**config.mk**
```make
export PLATFORM = sky130hd
export DESIGN_NAME = multi_stack_shared_buffer
export DESIGN_NICKNAME = d
export VERILOG_FILES = /design/src/design/msb_pkg.sv /design/src/design/multi_stack_shared_buffer.sv /design/src/design/msb_link_mem.sv
export SDC_FILE = /design/constraint.sdc
export NUM_CORES = 1
export LEC_CHECK = 0
export BUFFER_PORTS_ARGS = -buffer_cell sky130_fd_sc_hd__buf_2
export CAP_MARGIN = 20
export CORE_ASPECT_RATIO = 2
export CORE_MARGIN = 4
export CORE_UTILIZATION = 40
export CTS_CLUSTER_SIZE = 28
export DETAILED_ROUTE_END_ITERATION = 10
export PLACE_DENSITY = 0.67
export SLEW_MARGIN = 20
export SYNTH_ARGS = -nofsm -noshare
export SYNTH_HDL_FRONTEND = slang
export SYNTH_SLANG_ARGS = --single-unit
```
**constraint.sdc**
```tcl
create_clock -name aclk -period 5.2 [get_ports aclk]
set_input_delay 0.52 -clock aclk [delete_from_list [all_inputs] [get_ports aclk]]
set_output_delay 0.52 -clock aclk [all_outputs]
set_load 0.05 [all_outputs]
```
**src/design/msb_pkg.sv**
```systemverilog
// Shared constants, types and helpers for the multi-stack shared buffer.
`timescale 1ns / 1ps

package msb_pkg;

    localparam int NUM_STACKS = 4;
    localparam int NUM_SLOTS  = 16;

    localparam int SLOT_W  = $clog2(NUM_SLOTS);
    localparam int SID_W   = 2;
    localparam int VALUE_W = 32;
    localparam int STAT_W  = 2;

    localparam logic OP_PUSH = 1'b0;
    localparam logic OP_POP  = 1'b1;

    localparam logic [STAT_W-1:0] ST_OK    = 2'd0;
    localparam logic [STAT_W-1:0] ST_FULL  = 2'd1;
    localparam logic [STAT_W-1:0] ST_EMPTY = 2'd2;

    // slot pointer with a valid bit; a cleared valid bit is the null pointer
    typedef struct packed {
        logic              vld;
        logic [SLOT_W-1:0] idx;
    } ptr_t;

    // link memory contents after reset: slot i links to i+1, last is null
    function automatic ptr_t link_reset(input logic [SLOT_W-1:0] addr);
        logic [SLOT_W:0] nxt;
        ptr_t            p;
        nxt   = {1'b0, addr} + (SLOT_W + 1)'(1);
        p.vld = (nxt < (SLOT_W + 1)'(NUM_SLOTS));
        p.idx = nxt[SLOT_W-1:0];
        return p;
    endfunction

endpackage

```
**src/design/multi_stack_shared_buffer.sv**
```systemverilog
// Top level: several LIFO stacks threaded through one shared slot store.
`timescale 1ns / 1ps

// NUM_STACKS stacks share NUM_SLOTS slots. Each stack is a linked list through
// a link memory; unused slots form a free list. An item is push (operation 0)
// or pop (operation 1) on stack stack_id; every item yields exactly one result
// item with a status (0 ok, 1 push refused: no free slot or no such stack,
// 2 pop refused: stack empty or no such stack) and pop_value (the popped value
// on a successful pop, else zero). A refused item changes nothing.
// The accept cycle selects the slot from the free head or the stack head
// register and starts the synchronous read of the link and data memories;
// the execute state then links the slot, updates the heads, writes back and
// loads the output register. s_tready is high in the idle state only, so a
// new item is not taken until the one before has left the execute state.
// A result waiting in the output register does not block acceptance; the
// execute state stalls only until the output register is free. No clearing
// pass is needed after reset: per-entry flags give the reset link view.
module multi_stack_shared_buffer (
    input  logic        aclk,
    input  logic        aresetn,
    input  logic        s_tvalid,
    output logic        s_tready,
    // [0] operation, [2:1] stack_id, [34:3] push_value, [39:35] zero
    input  logic [39:0] s_tdata,
    output logic        m_tvalid,
    input  logic        m_tready,
    // [1:0] status, [33:2] pop_value, [39:34] zero
    output logic [39:0] m_tdata
);

    localparam logic S_IDLE = 1'b0;
    localparam logic S_EXEC = 1'b1;

    localparam int SW = msb_pkg::SLOT_W;
    localparam int VW = msb_pkg::VALUE_W;

    // input fields
    logic                      in_op;
    logic [msb_pkg::SID_W-1:0] in_sid;
    logic [VW-1:0]             in_val;

    assign in_op  = s_tdata[0];
    assign in_sid = s_tdata[2:1];
    assign in_val = s_tdata[34:3];

    logic state_reg, state_next;

    // heads of the stacks and of the free list
    msb_pkg::ptr_t stack_head_reg [msb_pkg::NUM_STACKS];
    msb_pkg::ptr_t free_head_reg;

    // item in flight
    logic                        op_reg;
    logic [msb_pkg::SID_W-1:0]   sid_reg;
    logic [VW-1:0]               val_reg;
    logic [SW-1:0]               slot_reg;
    logic                        ok_reg;
    logic [msb_pkg::STAT_W-1:0]  status_reg;

    // output register
    logic                        m_tvalid_reg;
    logic [msb_pkg::STAT_W-1:0]  m_status_reg;
    logic [VW-1:0]               m_value_reg;

    // slot data memory, registered read
    logic [VW-1:0] slot_data [msb_pkg::NUM_SLOTS];
    logic [VW-1:0] data_rd_reg;

    msb_pkg::ptr_t link_rd;
    msb_pkg::ptr_t link_wr;

    logic          s_accept;
    logic          exec_done;
    logic          sid_ok;
    msb_pkg::ptr_t head_sel;
    logic          acc_ok;
    logic [SW-1:0] acc_slot;
    msb_pkg::ptr_t cur_head;

    assign s_tready  = (state_reg == S_IDLE);
    assign s_accept  = s_tvalid && s_tready;
    assign exec_done = (state_reg == S_EXEC) && (!m_tvalid_reg || m_tready);

    // pick the slot at accept time; stack numbers past the top are always empty
    always_comb begin
        sid_ok   = (32'(in_sid) < 32'(msb_pkg::NUM_STACKS));
        head_sel = stack_head_reg[in_sid];
        if (in_op == msb_pkg::OP_PUSH) begin
            acc_ok   = sid_ok && free_head_reg.vld;
            acc_slot = free_head_reg.idx;
        end else begin
            acc_ok   = sid_ok && head_sel.vld;
            acc_slot = head_sel.idx;
        end
    end

    always_comb begin
        state_next = state_reg;
        case (state_reg)
            S_IDLE: begin
                if (s_accept) begin
                    state_next = S_EXEC;
                end
            end
            S_EXEC: begin
                if (exec_done) begin
                    state_next = S_IDLE;
                end
            end
            default: state_next = S_IDLE;
        endcase
    end

    always_ff @(posedge aclk) begin
        if (!aresetn) begin
            state_reg <= S_IDLE;
        end else begin
            state_reg <= state_next;
        end
    end

    // capture the item
    always_ff @(posedge aclk) begin
        if (s_accept) begin
            op_reg   <= in_op;
            sid_reg  <= in_sid;
            val_reg  <= in_val;
            slot_reg <= acc_slot;
            ok_reg   <= acc_ok;
            if (acc_ok) begin
                status_reg <= msb_pkg::ST_OK;
            end else if (in_op == msb_pkg::OP_PUSH) begin
                status_reg <= msb_pkg::ST_FULL;
            end else begin
                status_reg <= msb_pkg::ST_EMPTY;
            end
        end
    end

    // data memory: read at accept, written by a successful push
    always_ff @(posedge aclk) begin
        if (s_accept) begin
            data_rd_reg <= slot_data[acc_slot];
        end
    end

    always_ff @(posedge aclk) begin
        if (exec_done && ok_reg && (op_reg == msb_pkg::OP_PUSH)) begin
            slot_data[slot_reg] <= val_reg;
        end
    end

    // push links the slot onto the stack; pop links it onto the free list
    assign cur_head = stack_head_reg[sid_reg];
    assign link_wr  = (op_reg == msb_pkg::OP_PUSH) ? cur_head : free_head_reg;

    msb_link_mem u_link (
        .aclk    (aclk),
        .aresetn (aresetn),
        .rd_en   (s_accept),
        .rd_addr (acc_slot),
        .rd_data (link_rd),
        .wr_en   (exec_done && ok_reg),
        .wr_addr (slot_reg),
        .wr_data (link_wr)
    );

    // head pointers
    always_ff @(posedge aclk) begin
        if (!aresetn) begin
            for (int i = 0; i < msb_pkg::NUM_STACKS; i++) begin
                stack_head_reg[i] <= '0;
            end
            free_head_reg.vld <= 1'b1;
            free_head_reg.idx <= '0;
        end else if (exec_done && ok_reg) begin
            if (op_reg == msb_pkg::OP_PUSH) begin
                stack_head_reg[sid_reg].vld <= 1'b1;
                stack_head_reg[sid_reg].idx <= slot_reg;
                free_head_reg               <= link_rd;
            end else begin
                stack_head_reg[sid_reg] <= link_rd;
                free_head_reg.vld       <= 1'b1;
                free_head_reg.idx       <= slot_reg;
            end
        end
    end

    // output register
    always_ff @(posedge aclk) begin
        if (!aresetn) begin
            m_tvalid_reg <= 1'b0;
        end else if (exec_done) begin
            m_tvalid_reg <= 1'b1;
        end else if (m_tready) begin
            m_tvalid_reg <= 1'b0;
        end
    end

    always_ff @(posedge aclk) begin
        if (exec_done) begin
            m_status_reg <= status_reg;
            m_value_reg  <= (ok_reg && (op_reg == msb_pkg::OP_POP)) ? data_rd_reg : '0;
        end
    end

    assign m_tvalid = m_tvalid_reg;
    assign m_tdata  = {6'b0, m_value_reg, m_status_reg};

`ifndef SYNTHESIS
    // an accepted item always moves to the execute state
    a_accept_exec: assert property (@(posedge aclk) disable iff (!aresetn)
        s_accept |=> (state_reg == S_EXEC))
        else $error("accepted item did not enter execute");

    // a refused item leaves the free list alone
    a_refused_stable: assert property (@(posedge aclk) disable iff (!aresetn)
        (exec_done && !ok_reg) |=> $stable(free_head_reg))
        else $error("refused item changed free head");

    // a successful pop makes the freed slot the free head
    a_pop_frees: assert property (@(posedge aclk) disable iff (!aresetn)
        (exec_done && ok_reg && (op_reg == msb_pkg::OP_POP))
        |=> (free_head_reg.vld && (free_head_reg.idx == $past(slot_reg))))
        else $error("popped slot not returned to free list");

    // a pushed slot is no longer the free head
    a_push_takes: assert property (@(posedge aclk) disable iff (!aresetn)
        (exec_done && ok_reg && (op_reg == msb_pkg::OP_PUSH))
        |=> !(free_head_reg.vld && (free_head_reg.idx == $past(slot_reg))))
        else $error("pushed slot still at free head");
`endif

endmodule

```
**src/design/msb_link_mem.sv**
```systemverilog
// Link memory: one next-slot pointer per slot, registered read, reset view per entry.
`timescale 1ns / 1ps

module msb_link_mem (
    input  logic                            aclk,
    input  logic                            aresetn,
    input  logic                            rd_en,
    input  logic [msb_pkg::SLOT_W-1:0]      rd_addr,
    output msb_pkg::ptr_t                   rd_data,
    input  logic                            wr_en,
    input  logic [msb_pkg::SLOT_W-1:0]      wr_addr,
    input  msb_pkg::ptr_t                   wr_data
);

    msb_pkg::ptr_t                   mem [msb_pkg::NUM_SLOTS];
    logic [msb_pkg::NUM_SLOTS-1:0]   written_reg;
    msb_pkg::ptr_t                   rd_data_reg;

    always_ff @(posedge aclk) begin
        if (wr_en) begin
            mem[wr_addr] <= wr_data;
        end
    end

    // entries never written since reset read as their reset link
    always_ff @(posedge aclk) begin
        if (!aresetn) begin
            written_reg <= '0;
        end else if (wr_en) begin
            written_reg[wr_addr] <= 1'b1;
        end
    end

    always_ff @(posedge aclk) begin
        if (rd_en) begin
            rd_data_reg <= written_reg[rd_addr] ? mem[rd_addr]
                                                : msb_pkg::link_reset(rd_addr);
        end
    end

    assign rd_data = rd_data_reg;

endmodule
```
==> run summary, run 1 <==
XOR/XNOR Fraction of Synth Area -> 0.0597%
Main combinational cell family by area after synthesis -> multiplexers
Final Max Tran Viols -> 0
Starting Density -> 40.3%
Die Area -> 78000 sq um
Max-Slew Margin vs Limit -> 24.5%
Cts repair resizes -> 0
GR Util All Layers -> 17.2%
RR Startpoint -> stack_head_reg[3][1]$_DFFE_PP_
Slew @ Worst Pin -> 1.13 ns
Power Total -> 12.7 mW
Row Count -> 140
Gr ovfl total -> 0
Yosys top cell area share -> 74.2%
Layout cells sized above 1 -> 15.8%
Io pins -> 86
Drt total wl -> 68.4 mm
Status -> complete, no violations
Crit path DAT -> 3.89 ns
Multi-input gate area -> 6500 sq um
H-tree depth reported by CTS -> 2
Post-synthesis compound-gate area fraction -> 6.29%
Crit path capture -> data_rd_reg[5]$_DFFE_PP_
Port Buffers -> 74
Core area -> 72700 sq um
FF-to-FF path depth -> 7
Setup total negative slack -> 0 ns
Critical R2R Capture -> data_rd_reg[5]$_DFFE_PP_
Final period util -> 67.9%
Maximum operating frequency -> 283 MHz
CTS tree -> yes
CP Launch Point -> stack_head_reg[3][1]$_DFFE_PP_
Post-CTS Setup Bufs -> 0
Post-Syn Area -> 29300 sq um
DP Worst Slack -> 1.24 ns
Worst setup EP type -> flop
Adder-Cell Fraction of Synth Area -> 0.0427%
HPWL Detailed -> 38.4 mm
Simple-Gate Fraction of Synth Area -> 6.56%
NumNets Final -> 1903
Post-synthesis sequential area ratio -> 75.9%
Largest register by flop count -> slot_data
TritonCTS Buffers -> 61
Max Cap Viol -> 0
Pwr Density -> 385 nW/um^2
Final Hold Vio Count -> 0
Synth area leaders -> edfxtp_1 (74%), mux2i_1 (5.1%), mux4_2 (3.2%)
Largest net degree at the start of global routing -> 113
CTS max path bufs -> 3
Pleak -> 10.9 nW
Clock skew -> 0.0178 ns
HP Class -> input pin to flop
Layout overhead on the synthesized area -> 12.8%
First DRT Iteration DRCs -> 1325
Worst skew pair latency -> 0.63 ns
Largest area contributor in the netlist -> edfxtp_1
R2r setup slk -> 1.67 ns
Post-route minimum period -> 3.53 ns
Critical path required time -> 5.55 ns
Clk slew on worst S/H paths -> 0.07 ns
Peak supply drop -> 0.261 mV
DRC Markers -> 0
Synth unique cells -> 45
CTS Hold Bufs -> 0
Layout Utilization -> 45.5%
Final ANT Viol Nets -> 0
Fillers -> 6080
N_diodes -> 0
FF/Latch Area -> 22300 sq um
Clock sink total -> 750
Clock Root Buffer -> clkbuf_16
Worst Path Max Fanout -> 32
Number of global-route vias before repair -> 16.4k
Routed len/inst -> 24.1 um
Yosys warnings -> 0
First-pass GRT wire length -> 101 mm
Die Wd -> 199 um
Synthesized instance count -> 1795
First drt pass iteration count -> 6
Unrepaired setup endpoints after global routing -> no
Register bit total from synthesis -> 750
Initial antenna violation count -> 0
DR vias/cell -> 5.60
Max reg flops -> 512
Synthesized area per cell -> 16.3 sq um
Vias -> 15.9k
Setup ws final -> 1.67 ns
Die H -> 391 um
Largest registers -> slot_data (512), u_link.mem (80)
Post-synthesis mux area share -> 8.65%
CP Launch Type -> flop
Endpoints failing setup -> 0
Critical path type -> flop to flop
Final GP Congestion -> 0.895
## Yosys cell counts (all sizes together)
library cell and n:
o22ai 2, nand2 223, nand2b 3, mux4 42, a221oi 20, nor4 8
a211oi 82, a32o 4, o32a 1, or4 1, inv 46, o21ai 2
mux2 8, a21boi 1, xnor2 2, conb 1, a22oi 5, and3 33
nand3b 1, nor3 17, nor2 45, a21oi 44, and2 1, nand3 67
and4 1, buf 47, nand4b 1, edfxtp 725, dfxtp 25, a311oi 64
a222oi 3, clkbuf 78, a2111oi 2, or3 2, o21a 12, mux2i 150
nor2b 25, ha 1
## logic make-up (layout without fill, tap and decap cells)
group,Yosys count,count (layout)
AND/OR/NAND/NOR,428,428
multiplexers,200,200
AO/OA/AOI/OAI,242,242
other,1,6
flip-flops,750,750
adder cells (fa/ha/maj),1,1
XOR/XNOR,2,2
buffers and inverters,171,282
## routing by layer
metal | part of all wire (%) | routed length [um] | GRT usage [%] | vias up
li1 | - | - | - | 7113
met1 | 36 | 24400 | 19.8 | 8117
met2 | 56 | 38200 | 32.6 | 514
met3 | 5.1 | 3480 | 1.75 | 119
met4 | 3.3 | 2270 | 6.25 | 0
met5 | 0 | 0 | 0 | -
## layout by cell type (no fill, tap or decap), types with 40 or more instances in the layout
cell type / netlist / routed
buf_2: 30 / 74
buf_4: 6 / 40
a21oi_1: 41 / 41
mux4_2: 42 / 42
nand2_1: 223 / 223
edfxtp_1: 725 / 725
nor2_1: 45 / 45
inv_1: 43 / 43
mux2i_1: 150 / 149
clkbuf_16: 0 / 64
nand3_1: 67 / 67
a311oi_1: 64 / 64
a211oi_1: 82 / 82
## metrics by stage
step	hold slack (ns)	area (sq um)	std cells
2_1_floorplan	0.400	29300	1800
3_3_place_gp	0.405	30900	2717
3_5_place_dp	0.406	30900	2717
4_1_cts	0.0438	33000	2833
5_1_grt	0.0514	33100	2834
6_report	0.0684	33100	2834
## final cells by class
cell class | count | area share [%]
clock buffers | 74 | 5.08
clock inverters | 42 | 1.48
inverters | 46 | 0.545
multi-input cells | 879 | 19.7
flip-flops and latches | 750 | 67.3
well taps | 923 | 3.49
repair buffers | 120 | 2.41
## power by group
part | switching, mW | internal (mW)
Clock | 2.12 | 2.81
Sequential | 0.107 | 6.78
Combinational | 0.611 | 0.292
Total | 2.84 | 9.88
## worst min path at each step
stage,from,to,depth (start not counted)
global route,s_tdata[7],val_reg[4]$_DFFE_PP_,1
floorplan,status_reg[0]$_SDFFCE_PP0P_,m_status_reg[0]$_DFFE_PN_,0
CTS,s_tdata[33],val_reg[30]$_DFFE_PP_,1
finish,s_tdata[8],val_reg[5]$_DFFE_PP_,1
detailed placement,status_reg[1]$_SDFFCE_PP0P_,m_status_reg[1]$_DFFE_PN_,0
global placement,status_reg[1]$_SDFFCE_PP0P_,m_status_reg[1]$_DFFE_PN_,0
## worst max-delay path, stage by stage (launching register included)
cell	delay (ns)
edfxtp_1	0.38
mux4_2	0.52
a21oi_4	0.74
buf_4	0.45
buf_4	0.42
a311oi_1	0.18
a311oi_1	0.47
a21oi_1	0.07
No activity file was read; power rests on OpenSTA's default activity.
==> run 2, diff against run 1 <==
- PLACE_DENSITY: 0.67 -> 0.65
- clock period: 5.2 -> 3.5 ns (I/O delays scaled with it)
==> run 2 against run 1 <==
  * Clock skew is 0.0082 ns higher
  * Via count is 1.6% higher
  * Sequential cell count stayed put
  * Setup slack worse by 1.2 ns
  * Wire length is 1.5% higher
==> run summary, run 2 (synthesis gave the netlist of run 1 again) <==
Unrepaired setup endpoints after global routing -> no
Max Cap Viol -> 0
Initial antenna violation count -> 0
DR WL met3 -> 3.31 mm
Placed cell areas -> 31300 sq um
Drt total wl -> 69.4 mm
Final Hold Vio Count -> 0
Final GP Congestion -> 0.891
Max-Slew Margin vs Limit -> 33.9%
N_diodes -> 0
Clock Root Buffer -> clkbuf_16
NumNets Final -> 1958
Clock skew -> 0.0259 ns
Gr ovfl total -> 0
Post-CTS Setup Bufs -> 0
Final Max Tran Viols -> 0
Row Count -> 140
Starting Density -> 40.3%
Layout cells sized above 1 -> 16.1%
Layout Utilization -> 46.3%
Crit path DAT -> 3.45 ns
Slew @ Worst Pin -> 0.992 ns
Core area -> 72700 sq um
Die Wd -> 199 um
Final ANT Viol Nets -> 0
Layout overhead on the synthesized area -> 14.8%
Endpoints failing setup -> 0
Clk slew on worst S/H paths -> 0.07 ns
Vias -> 16.1k
CTS tree -> yes
WL met1 -> 25.5 mm
H-tree depth reported by CTS -> 2
Post-route minimum period -> 3.06 ns
HPWL Detailed -> 39.6 mm
Clock sink total -> 750
Top routing layer in use -> met4
Largest net degree at the start of global routing -> 106
First DRT Iteration DRCs -> 1602
DR vias/cell -> 5.58
Max reg flops -> 512
Min Hold Slack -> 0.0448 ns
Most frequent cells in the layout -> edfxtp_1 (725), nand2_1 (223), mux2i_1 (149)
TritonCTS Buffers -> 61
Largest registers -> slot_data (512), u_link.mem (80)
Power Total -> 18.7 mW
DRC Markers -> 0
Final period util -> 87.5%
Worst skew pair latency -> 0.64 ns
Number of global-route vias before repair -> 16.5k
Critical path required time -> 3.89 ns
Pleak -> 11.2 nW
CTS max path bufs -> 3
Io pins -> 86
Pwr Density -> 556 nW/um^2
CP Launch Type -> flop
Commonest non-fill, non-tap cell in the layout -> edfxtp_1
Die Area -> 78000 sq um
Cts repair resizes -> 0
Routed len/inst -> 24.0 um
HP Class -> input pin to flop
Status -> complete, no violations
Worst Path Max Fanout -> 51
First drt pass iteration count -> 8
First-pass GRT wire length -> 103 mm
Worst setup EP type -> flop
Post-route cell area -> 33700 sq um
Maximum operating frequency -> 326 MHz
GR Util All Layers -> 17.6%
Largest register by flop count -> slot_data
DR WL met2 -> 37.8 mm
Port Buffers -> 74
Die H -> 391 um
Peak supply drop -> 0.465 mV
Critical path type -> flop to flop
## run 2: cell count changes in the layout (fill, tap and decap cells not counted), moves of 6 or more
cell           previous run  this run
clkinv_2                 17         9
dlygate4sd3_1             0        33
clkinv_1                  5        12
clkinvlp_4                2         8
nor3_4                    2         9
buf_12                    5        17
nor3_2                   10         3
buf_4                    40        51
## run 2: where the power goes
group,internal (mW),switching [mW],total [mW],leakage [nW]
Clock,3.89,3.20,7.09,0.990
Sequential,10.1,0.155,10.2,6.83
Combinational,0.491,0.934,1.43,3.36
Total,14.4,4.29,18.7,11.2
## run 2: what timing repair did
action | CTS | global route
hold endpoints to repair | 33 | 0
hold buffers | 33 | 0
endpoints found under the setup margin | 0 | 0
## run 2: routing by layer
metal  global-route usage, %  vias up
li1                        -     7224
met1                    20.4     8198
met2                    32.6      555
met3                    1.95      145
met4                    7.01        0
met5                       0        -
## run 2: metrics by stage
step                      TNS [ns]  std cells  setup slack (ns)
after global placement           0       2740             0.210
after global routing             0       2888             0.365
after detailed placement         0       2740             0.215
after floorplan             -47.96       1800            -0.494
final                            0       2888             0.436
after CTS                        0       2888             0.451
## run 2: path summary, 6_finish.rpt
kind	start	end	slack [ns]	depth (start not counted)
hold reg to reg	status_reg[0]$_SDFFCE_PP0P_	m_status_reg[0]$_DFFE_PN_	0.42	0
setup / recovery	stack_head_reg[3][1]$_DFFE_PP_	u_link.rd_data[1]$_DFFE_PP_	0.44	6
hold / removal	s_tdata[2]	sid_reg[1]$_DFFE_PP_	0.04	1
setup reg to reg	stack_head_reg[3][1]$_DFFE_PP_	u_link.rd_data[1]$_DFFE_PP_	0.44	6
## run 2: area by class of cell
cell class / instances / area [sq um]
Clock inverter: 48 / 523
Timing Repair Buffer: 175 / 1420
Inverter: 46 / 180
Tap cell: 923 / 1150
Sequential cell: 750 / 22300
Fill cell: 6041 / 39000
Multi-Input combinational cell: 879 / 6580
Clock buffer: 67 / 1550
## run 2: critical path, stage by stage, from the launching register on
cell      delay [ns]
edfxtp_1        0.40
mux4_2          0.54
a21oi_4         0.54
buf_12          0.35
a211oi_1        0.16
or4_1           0.52
mux2_2          0.31
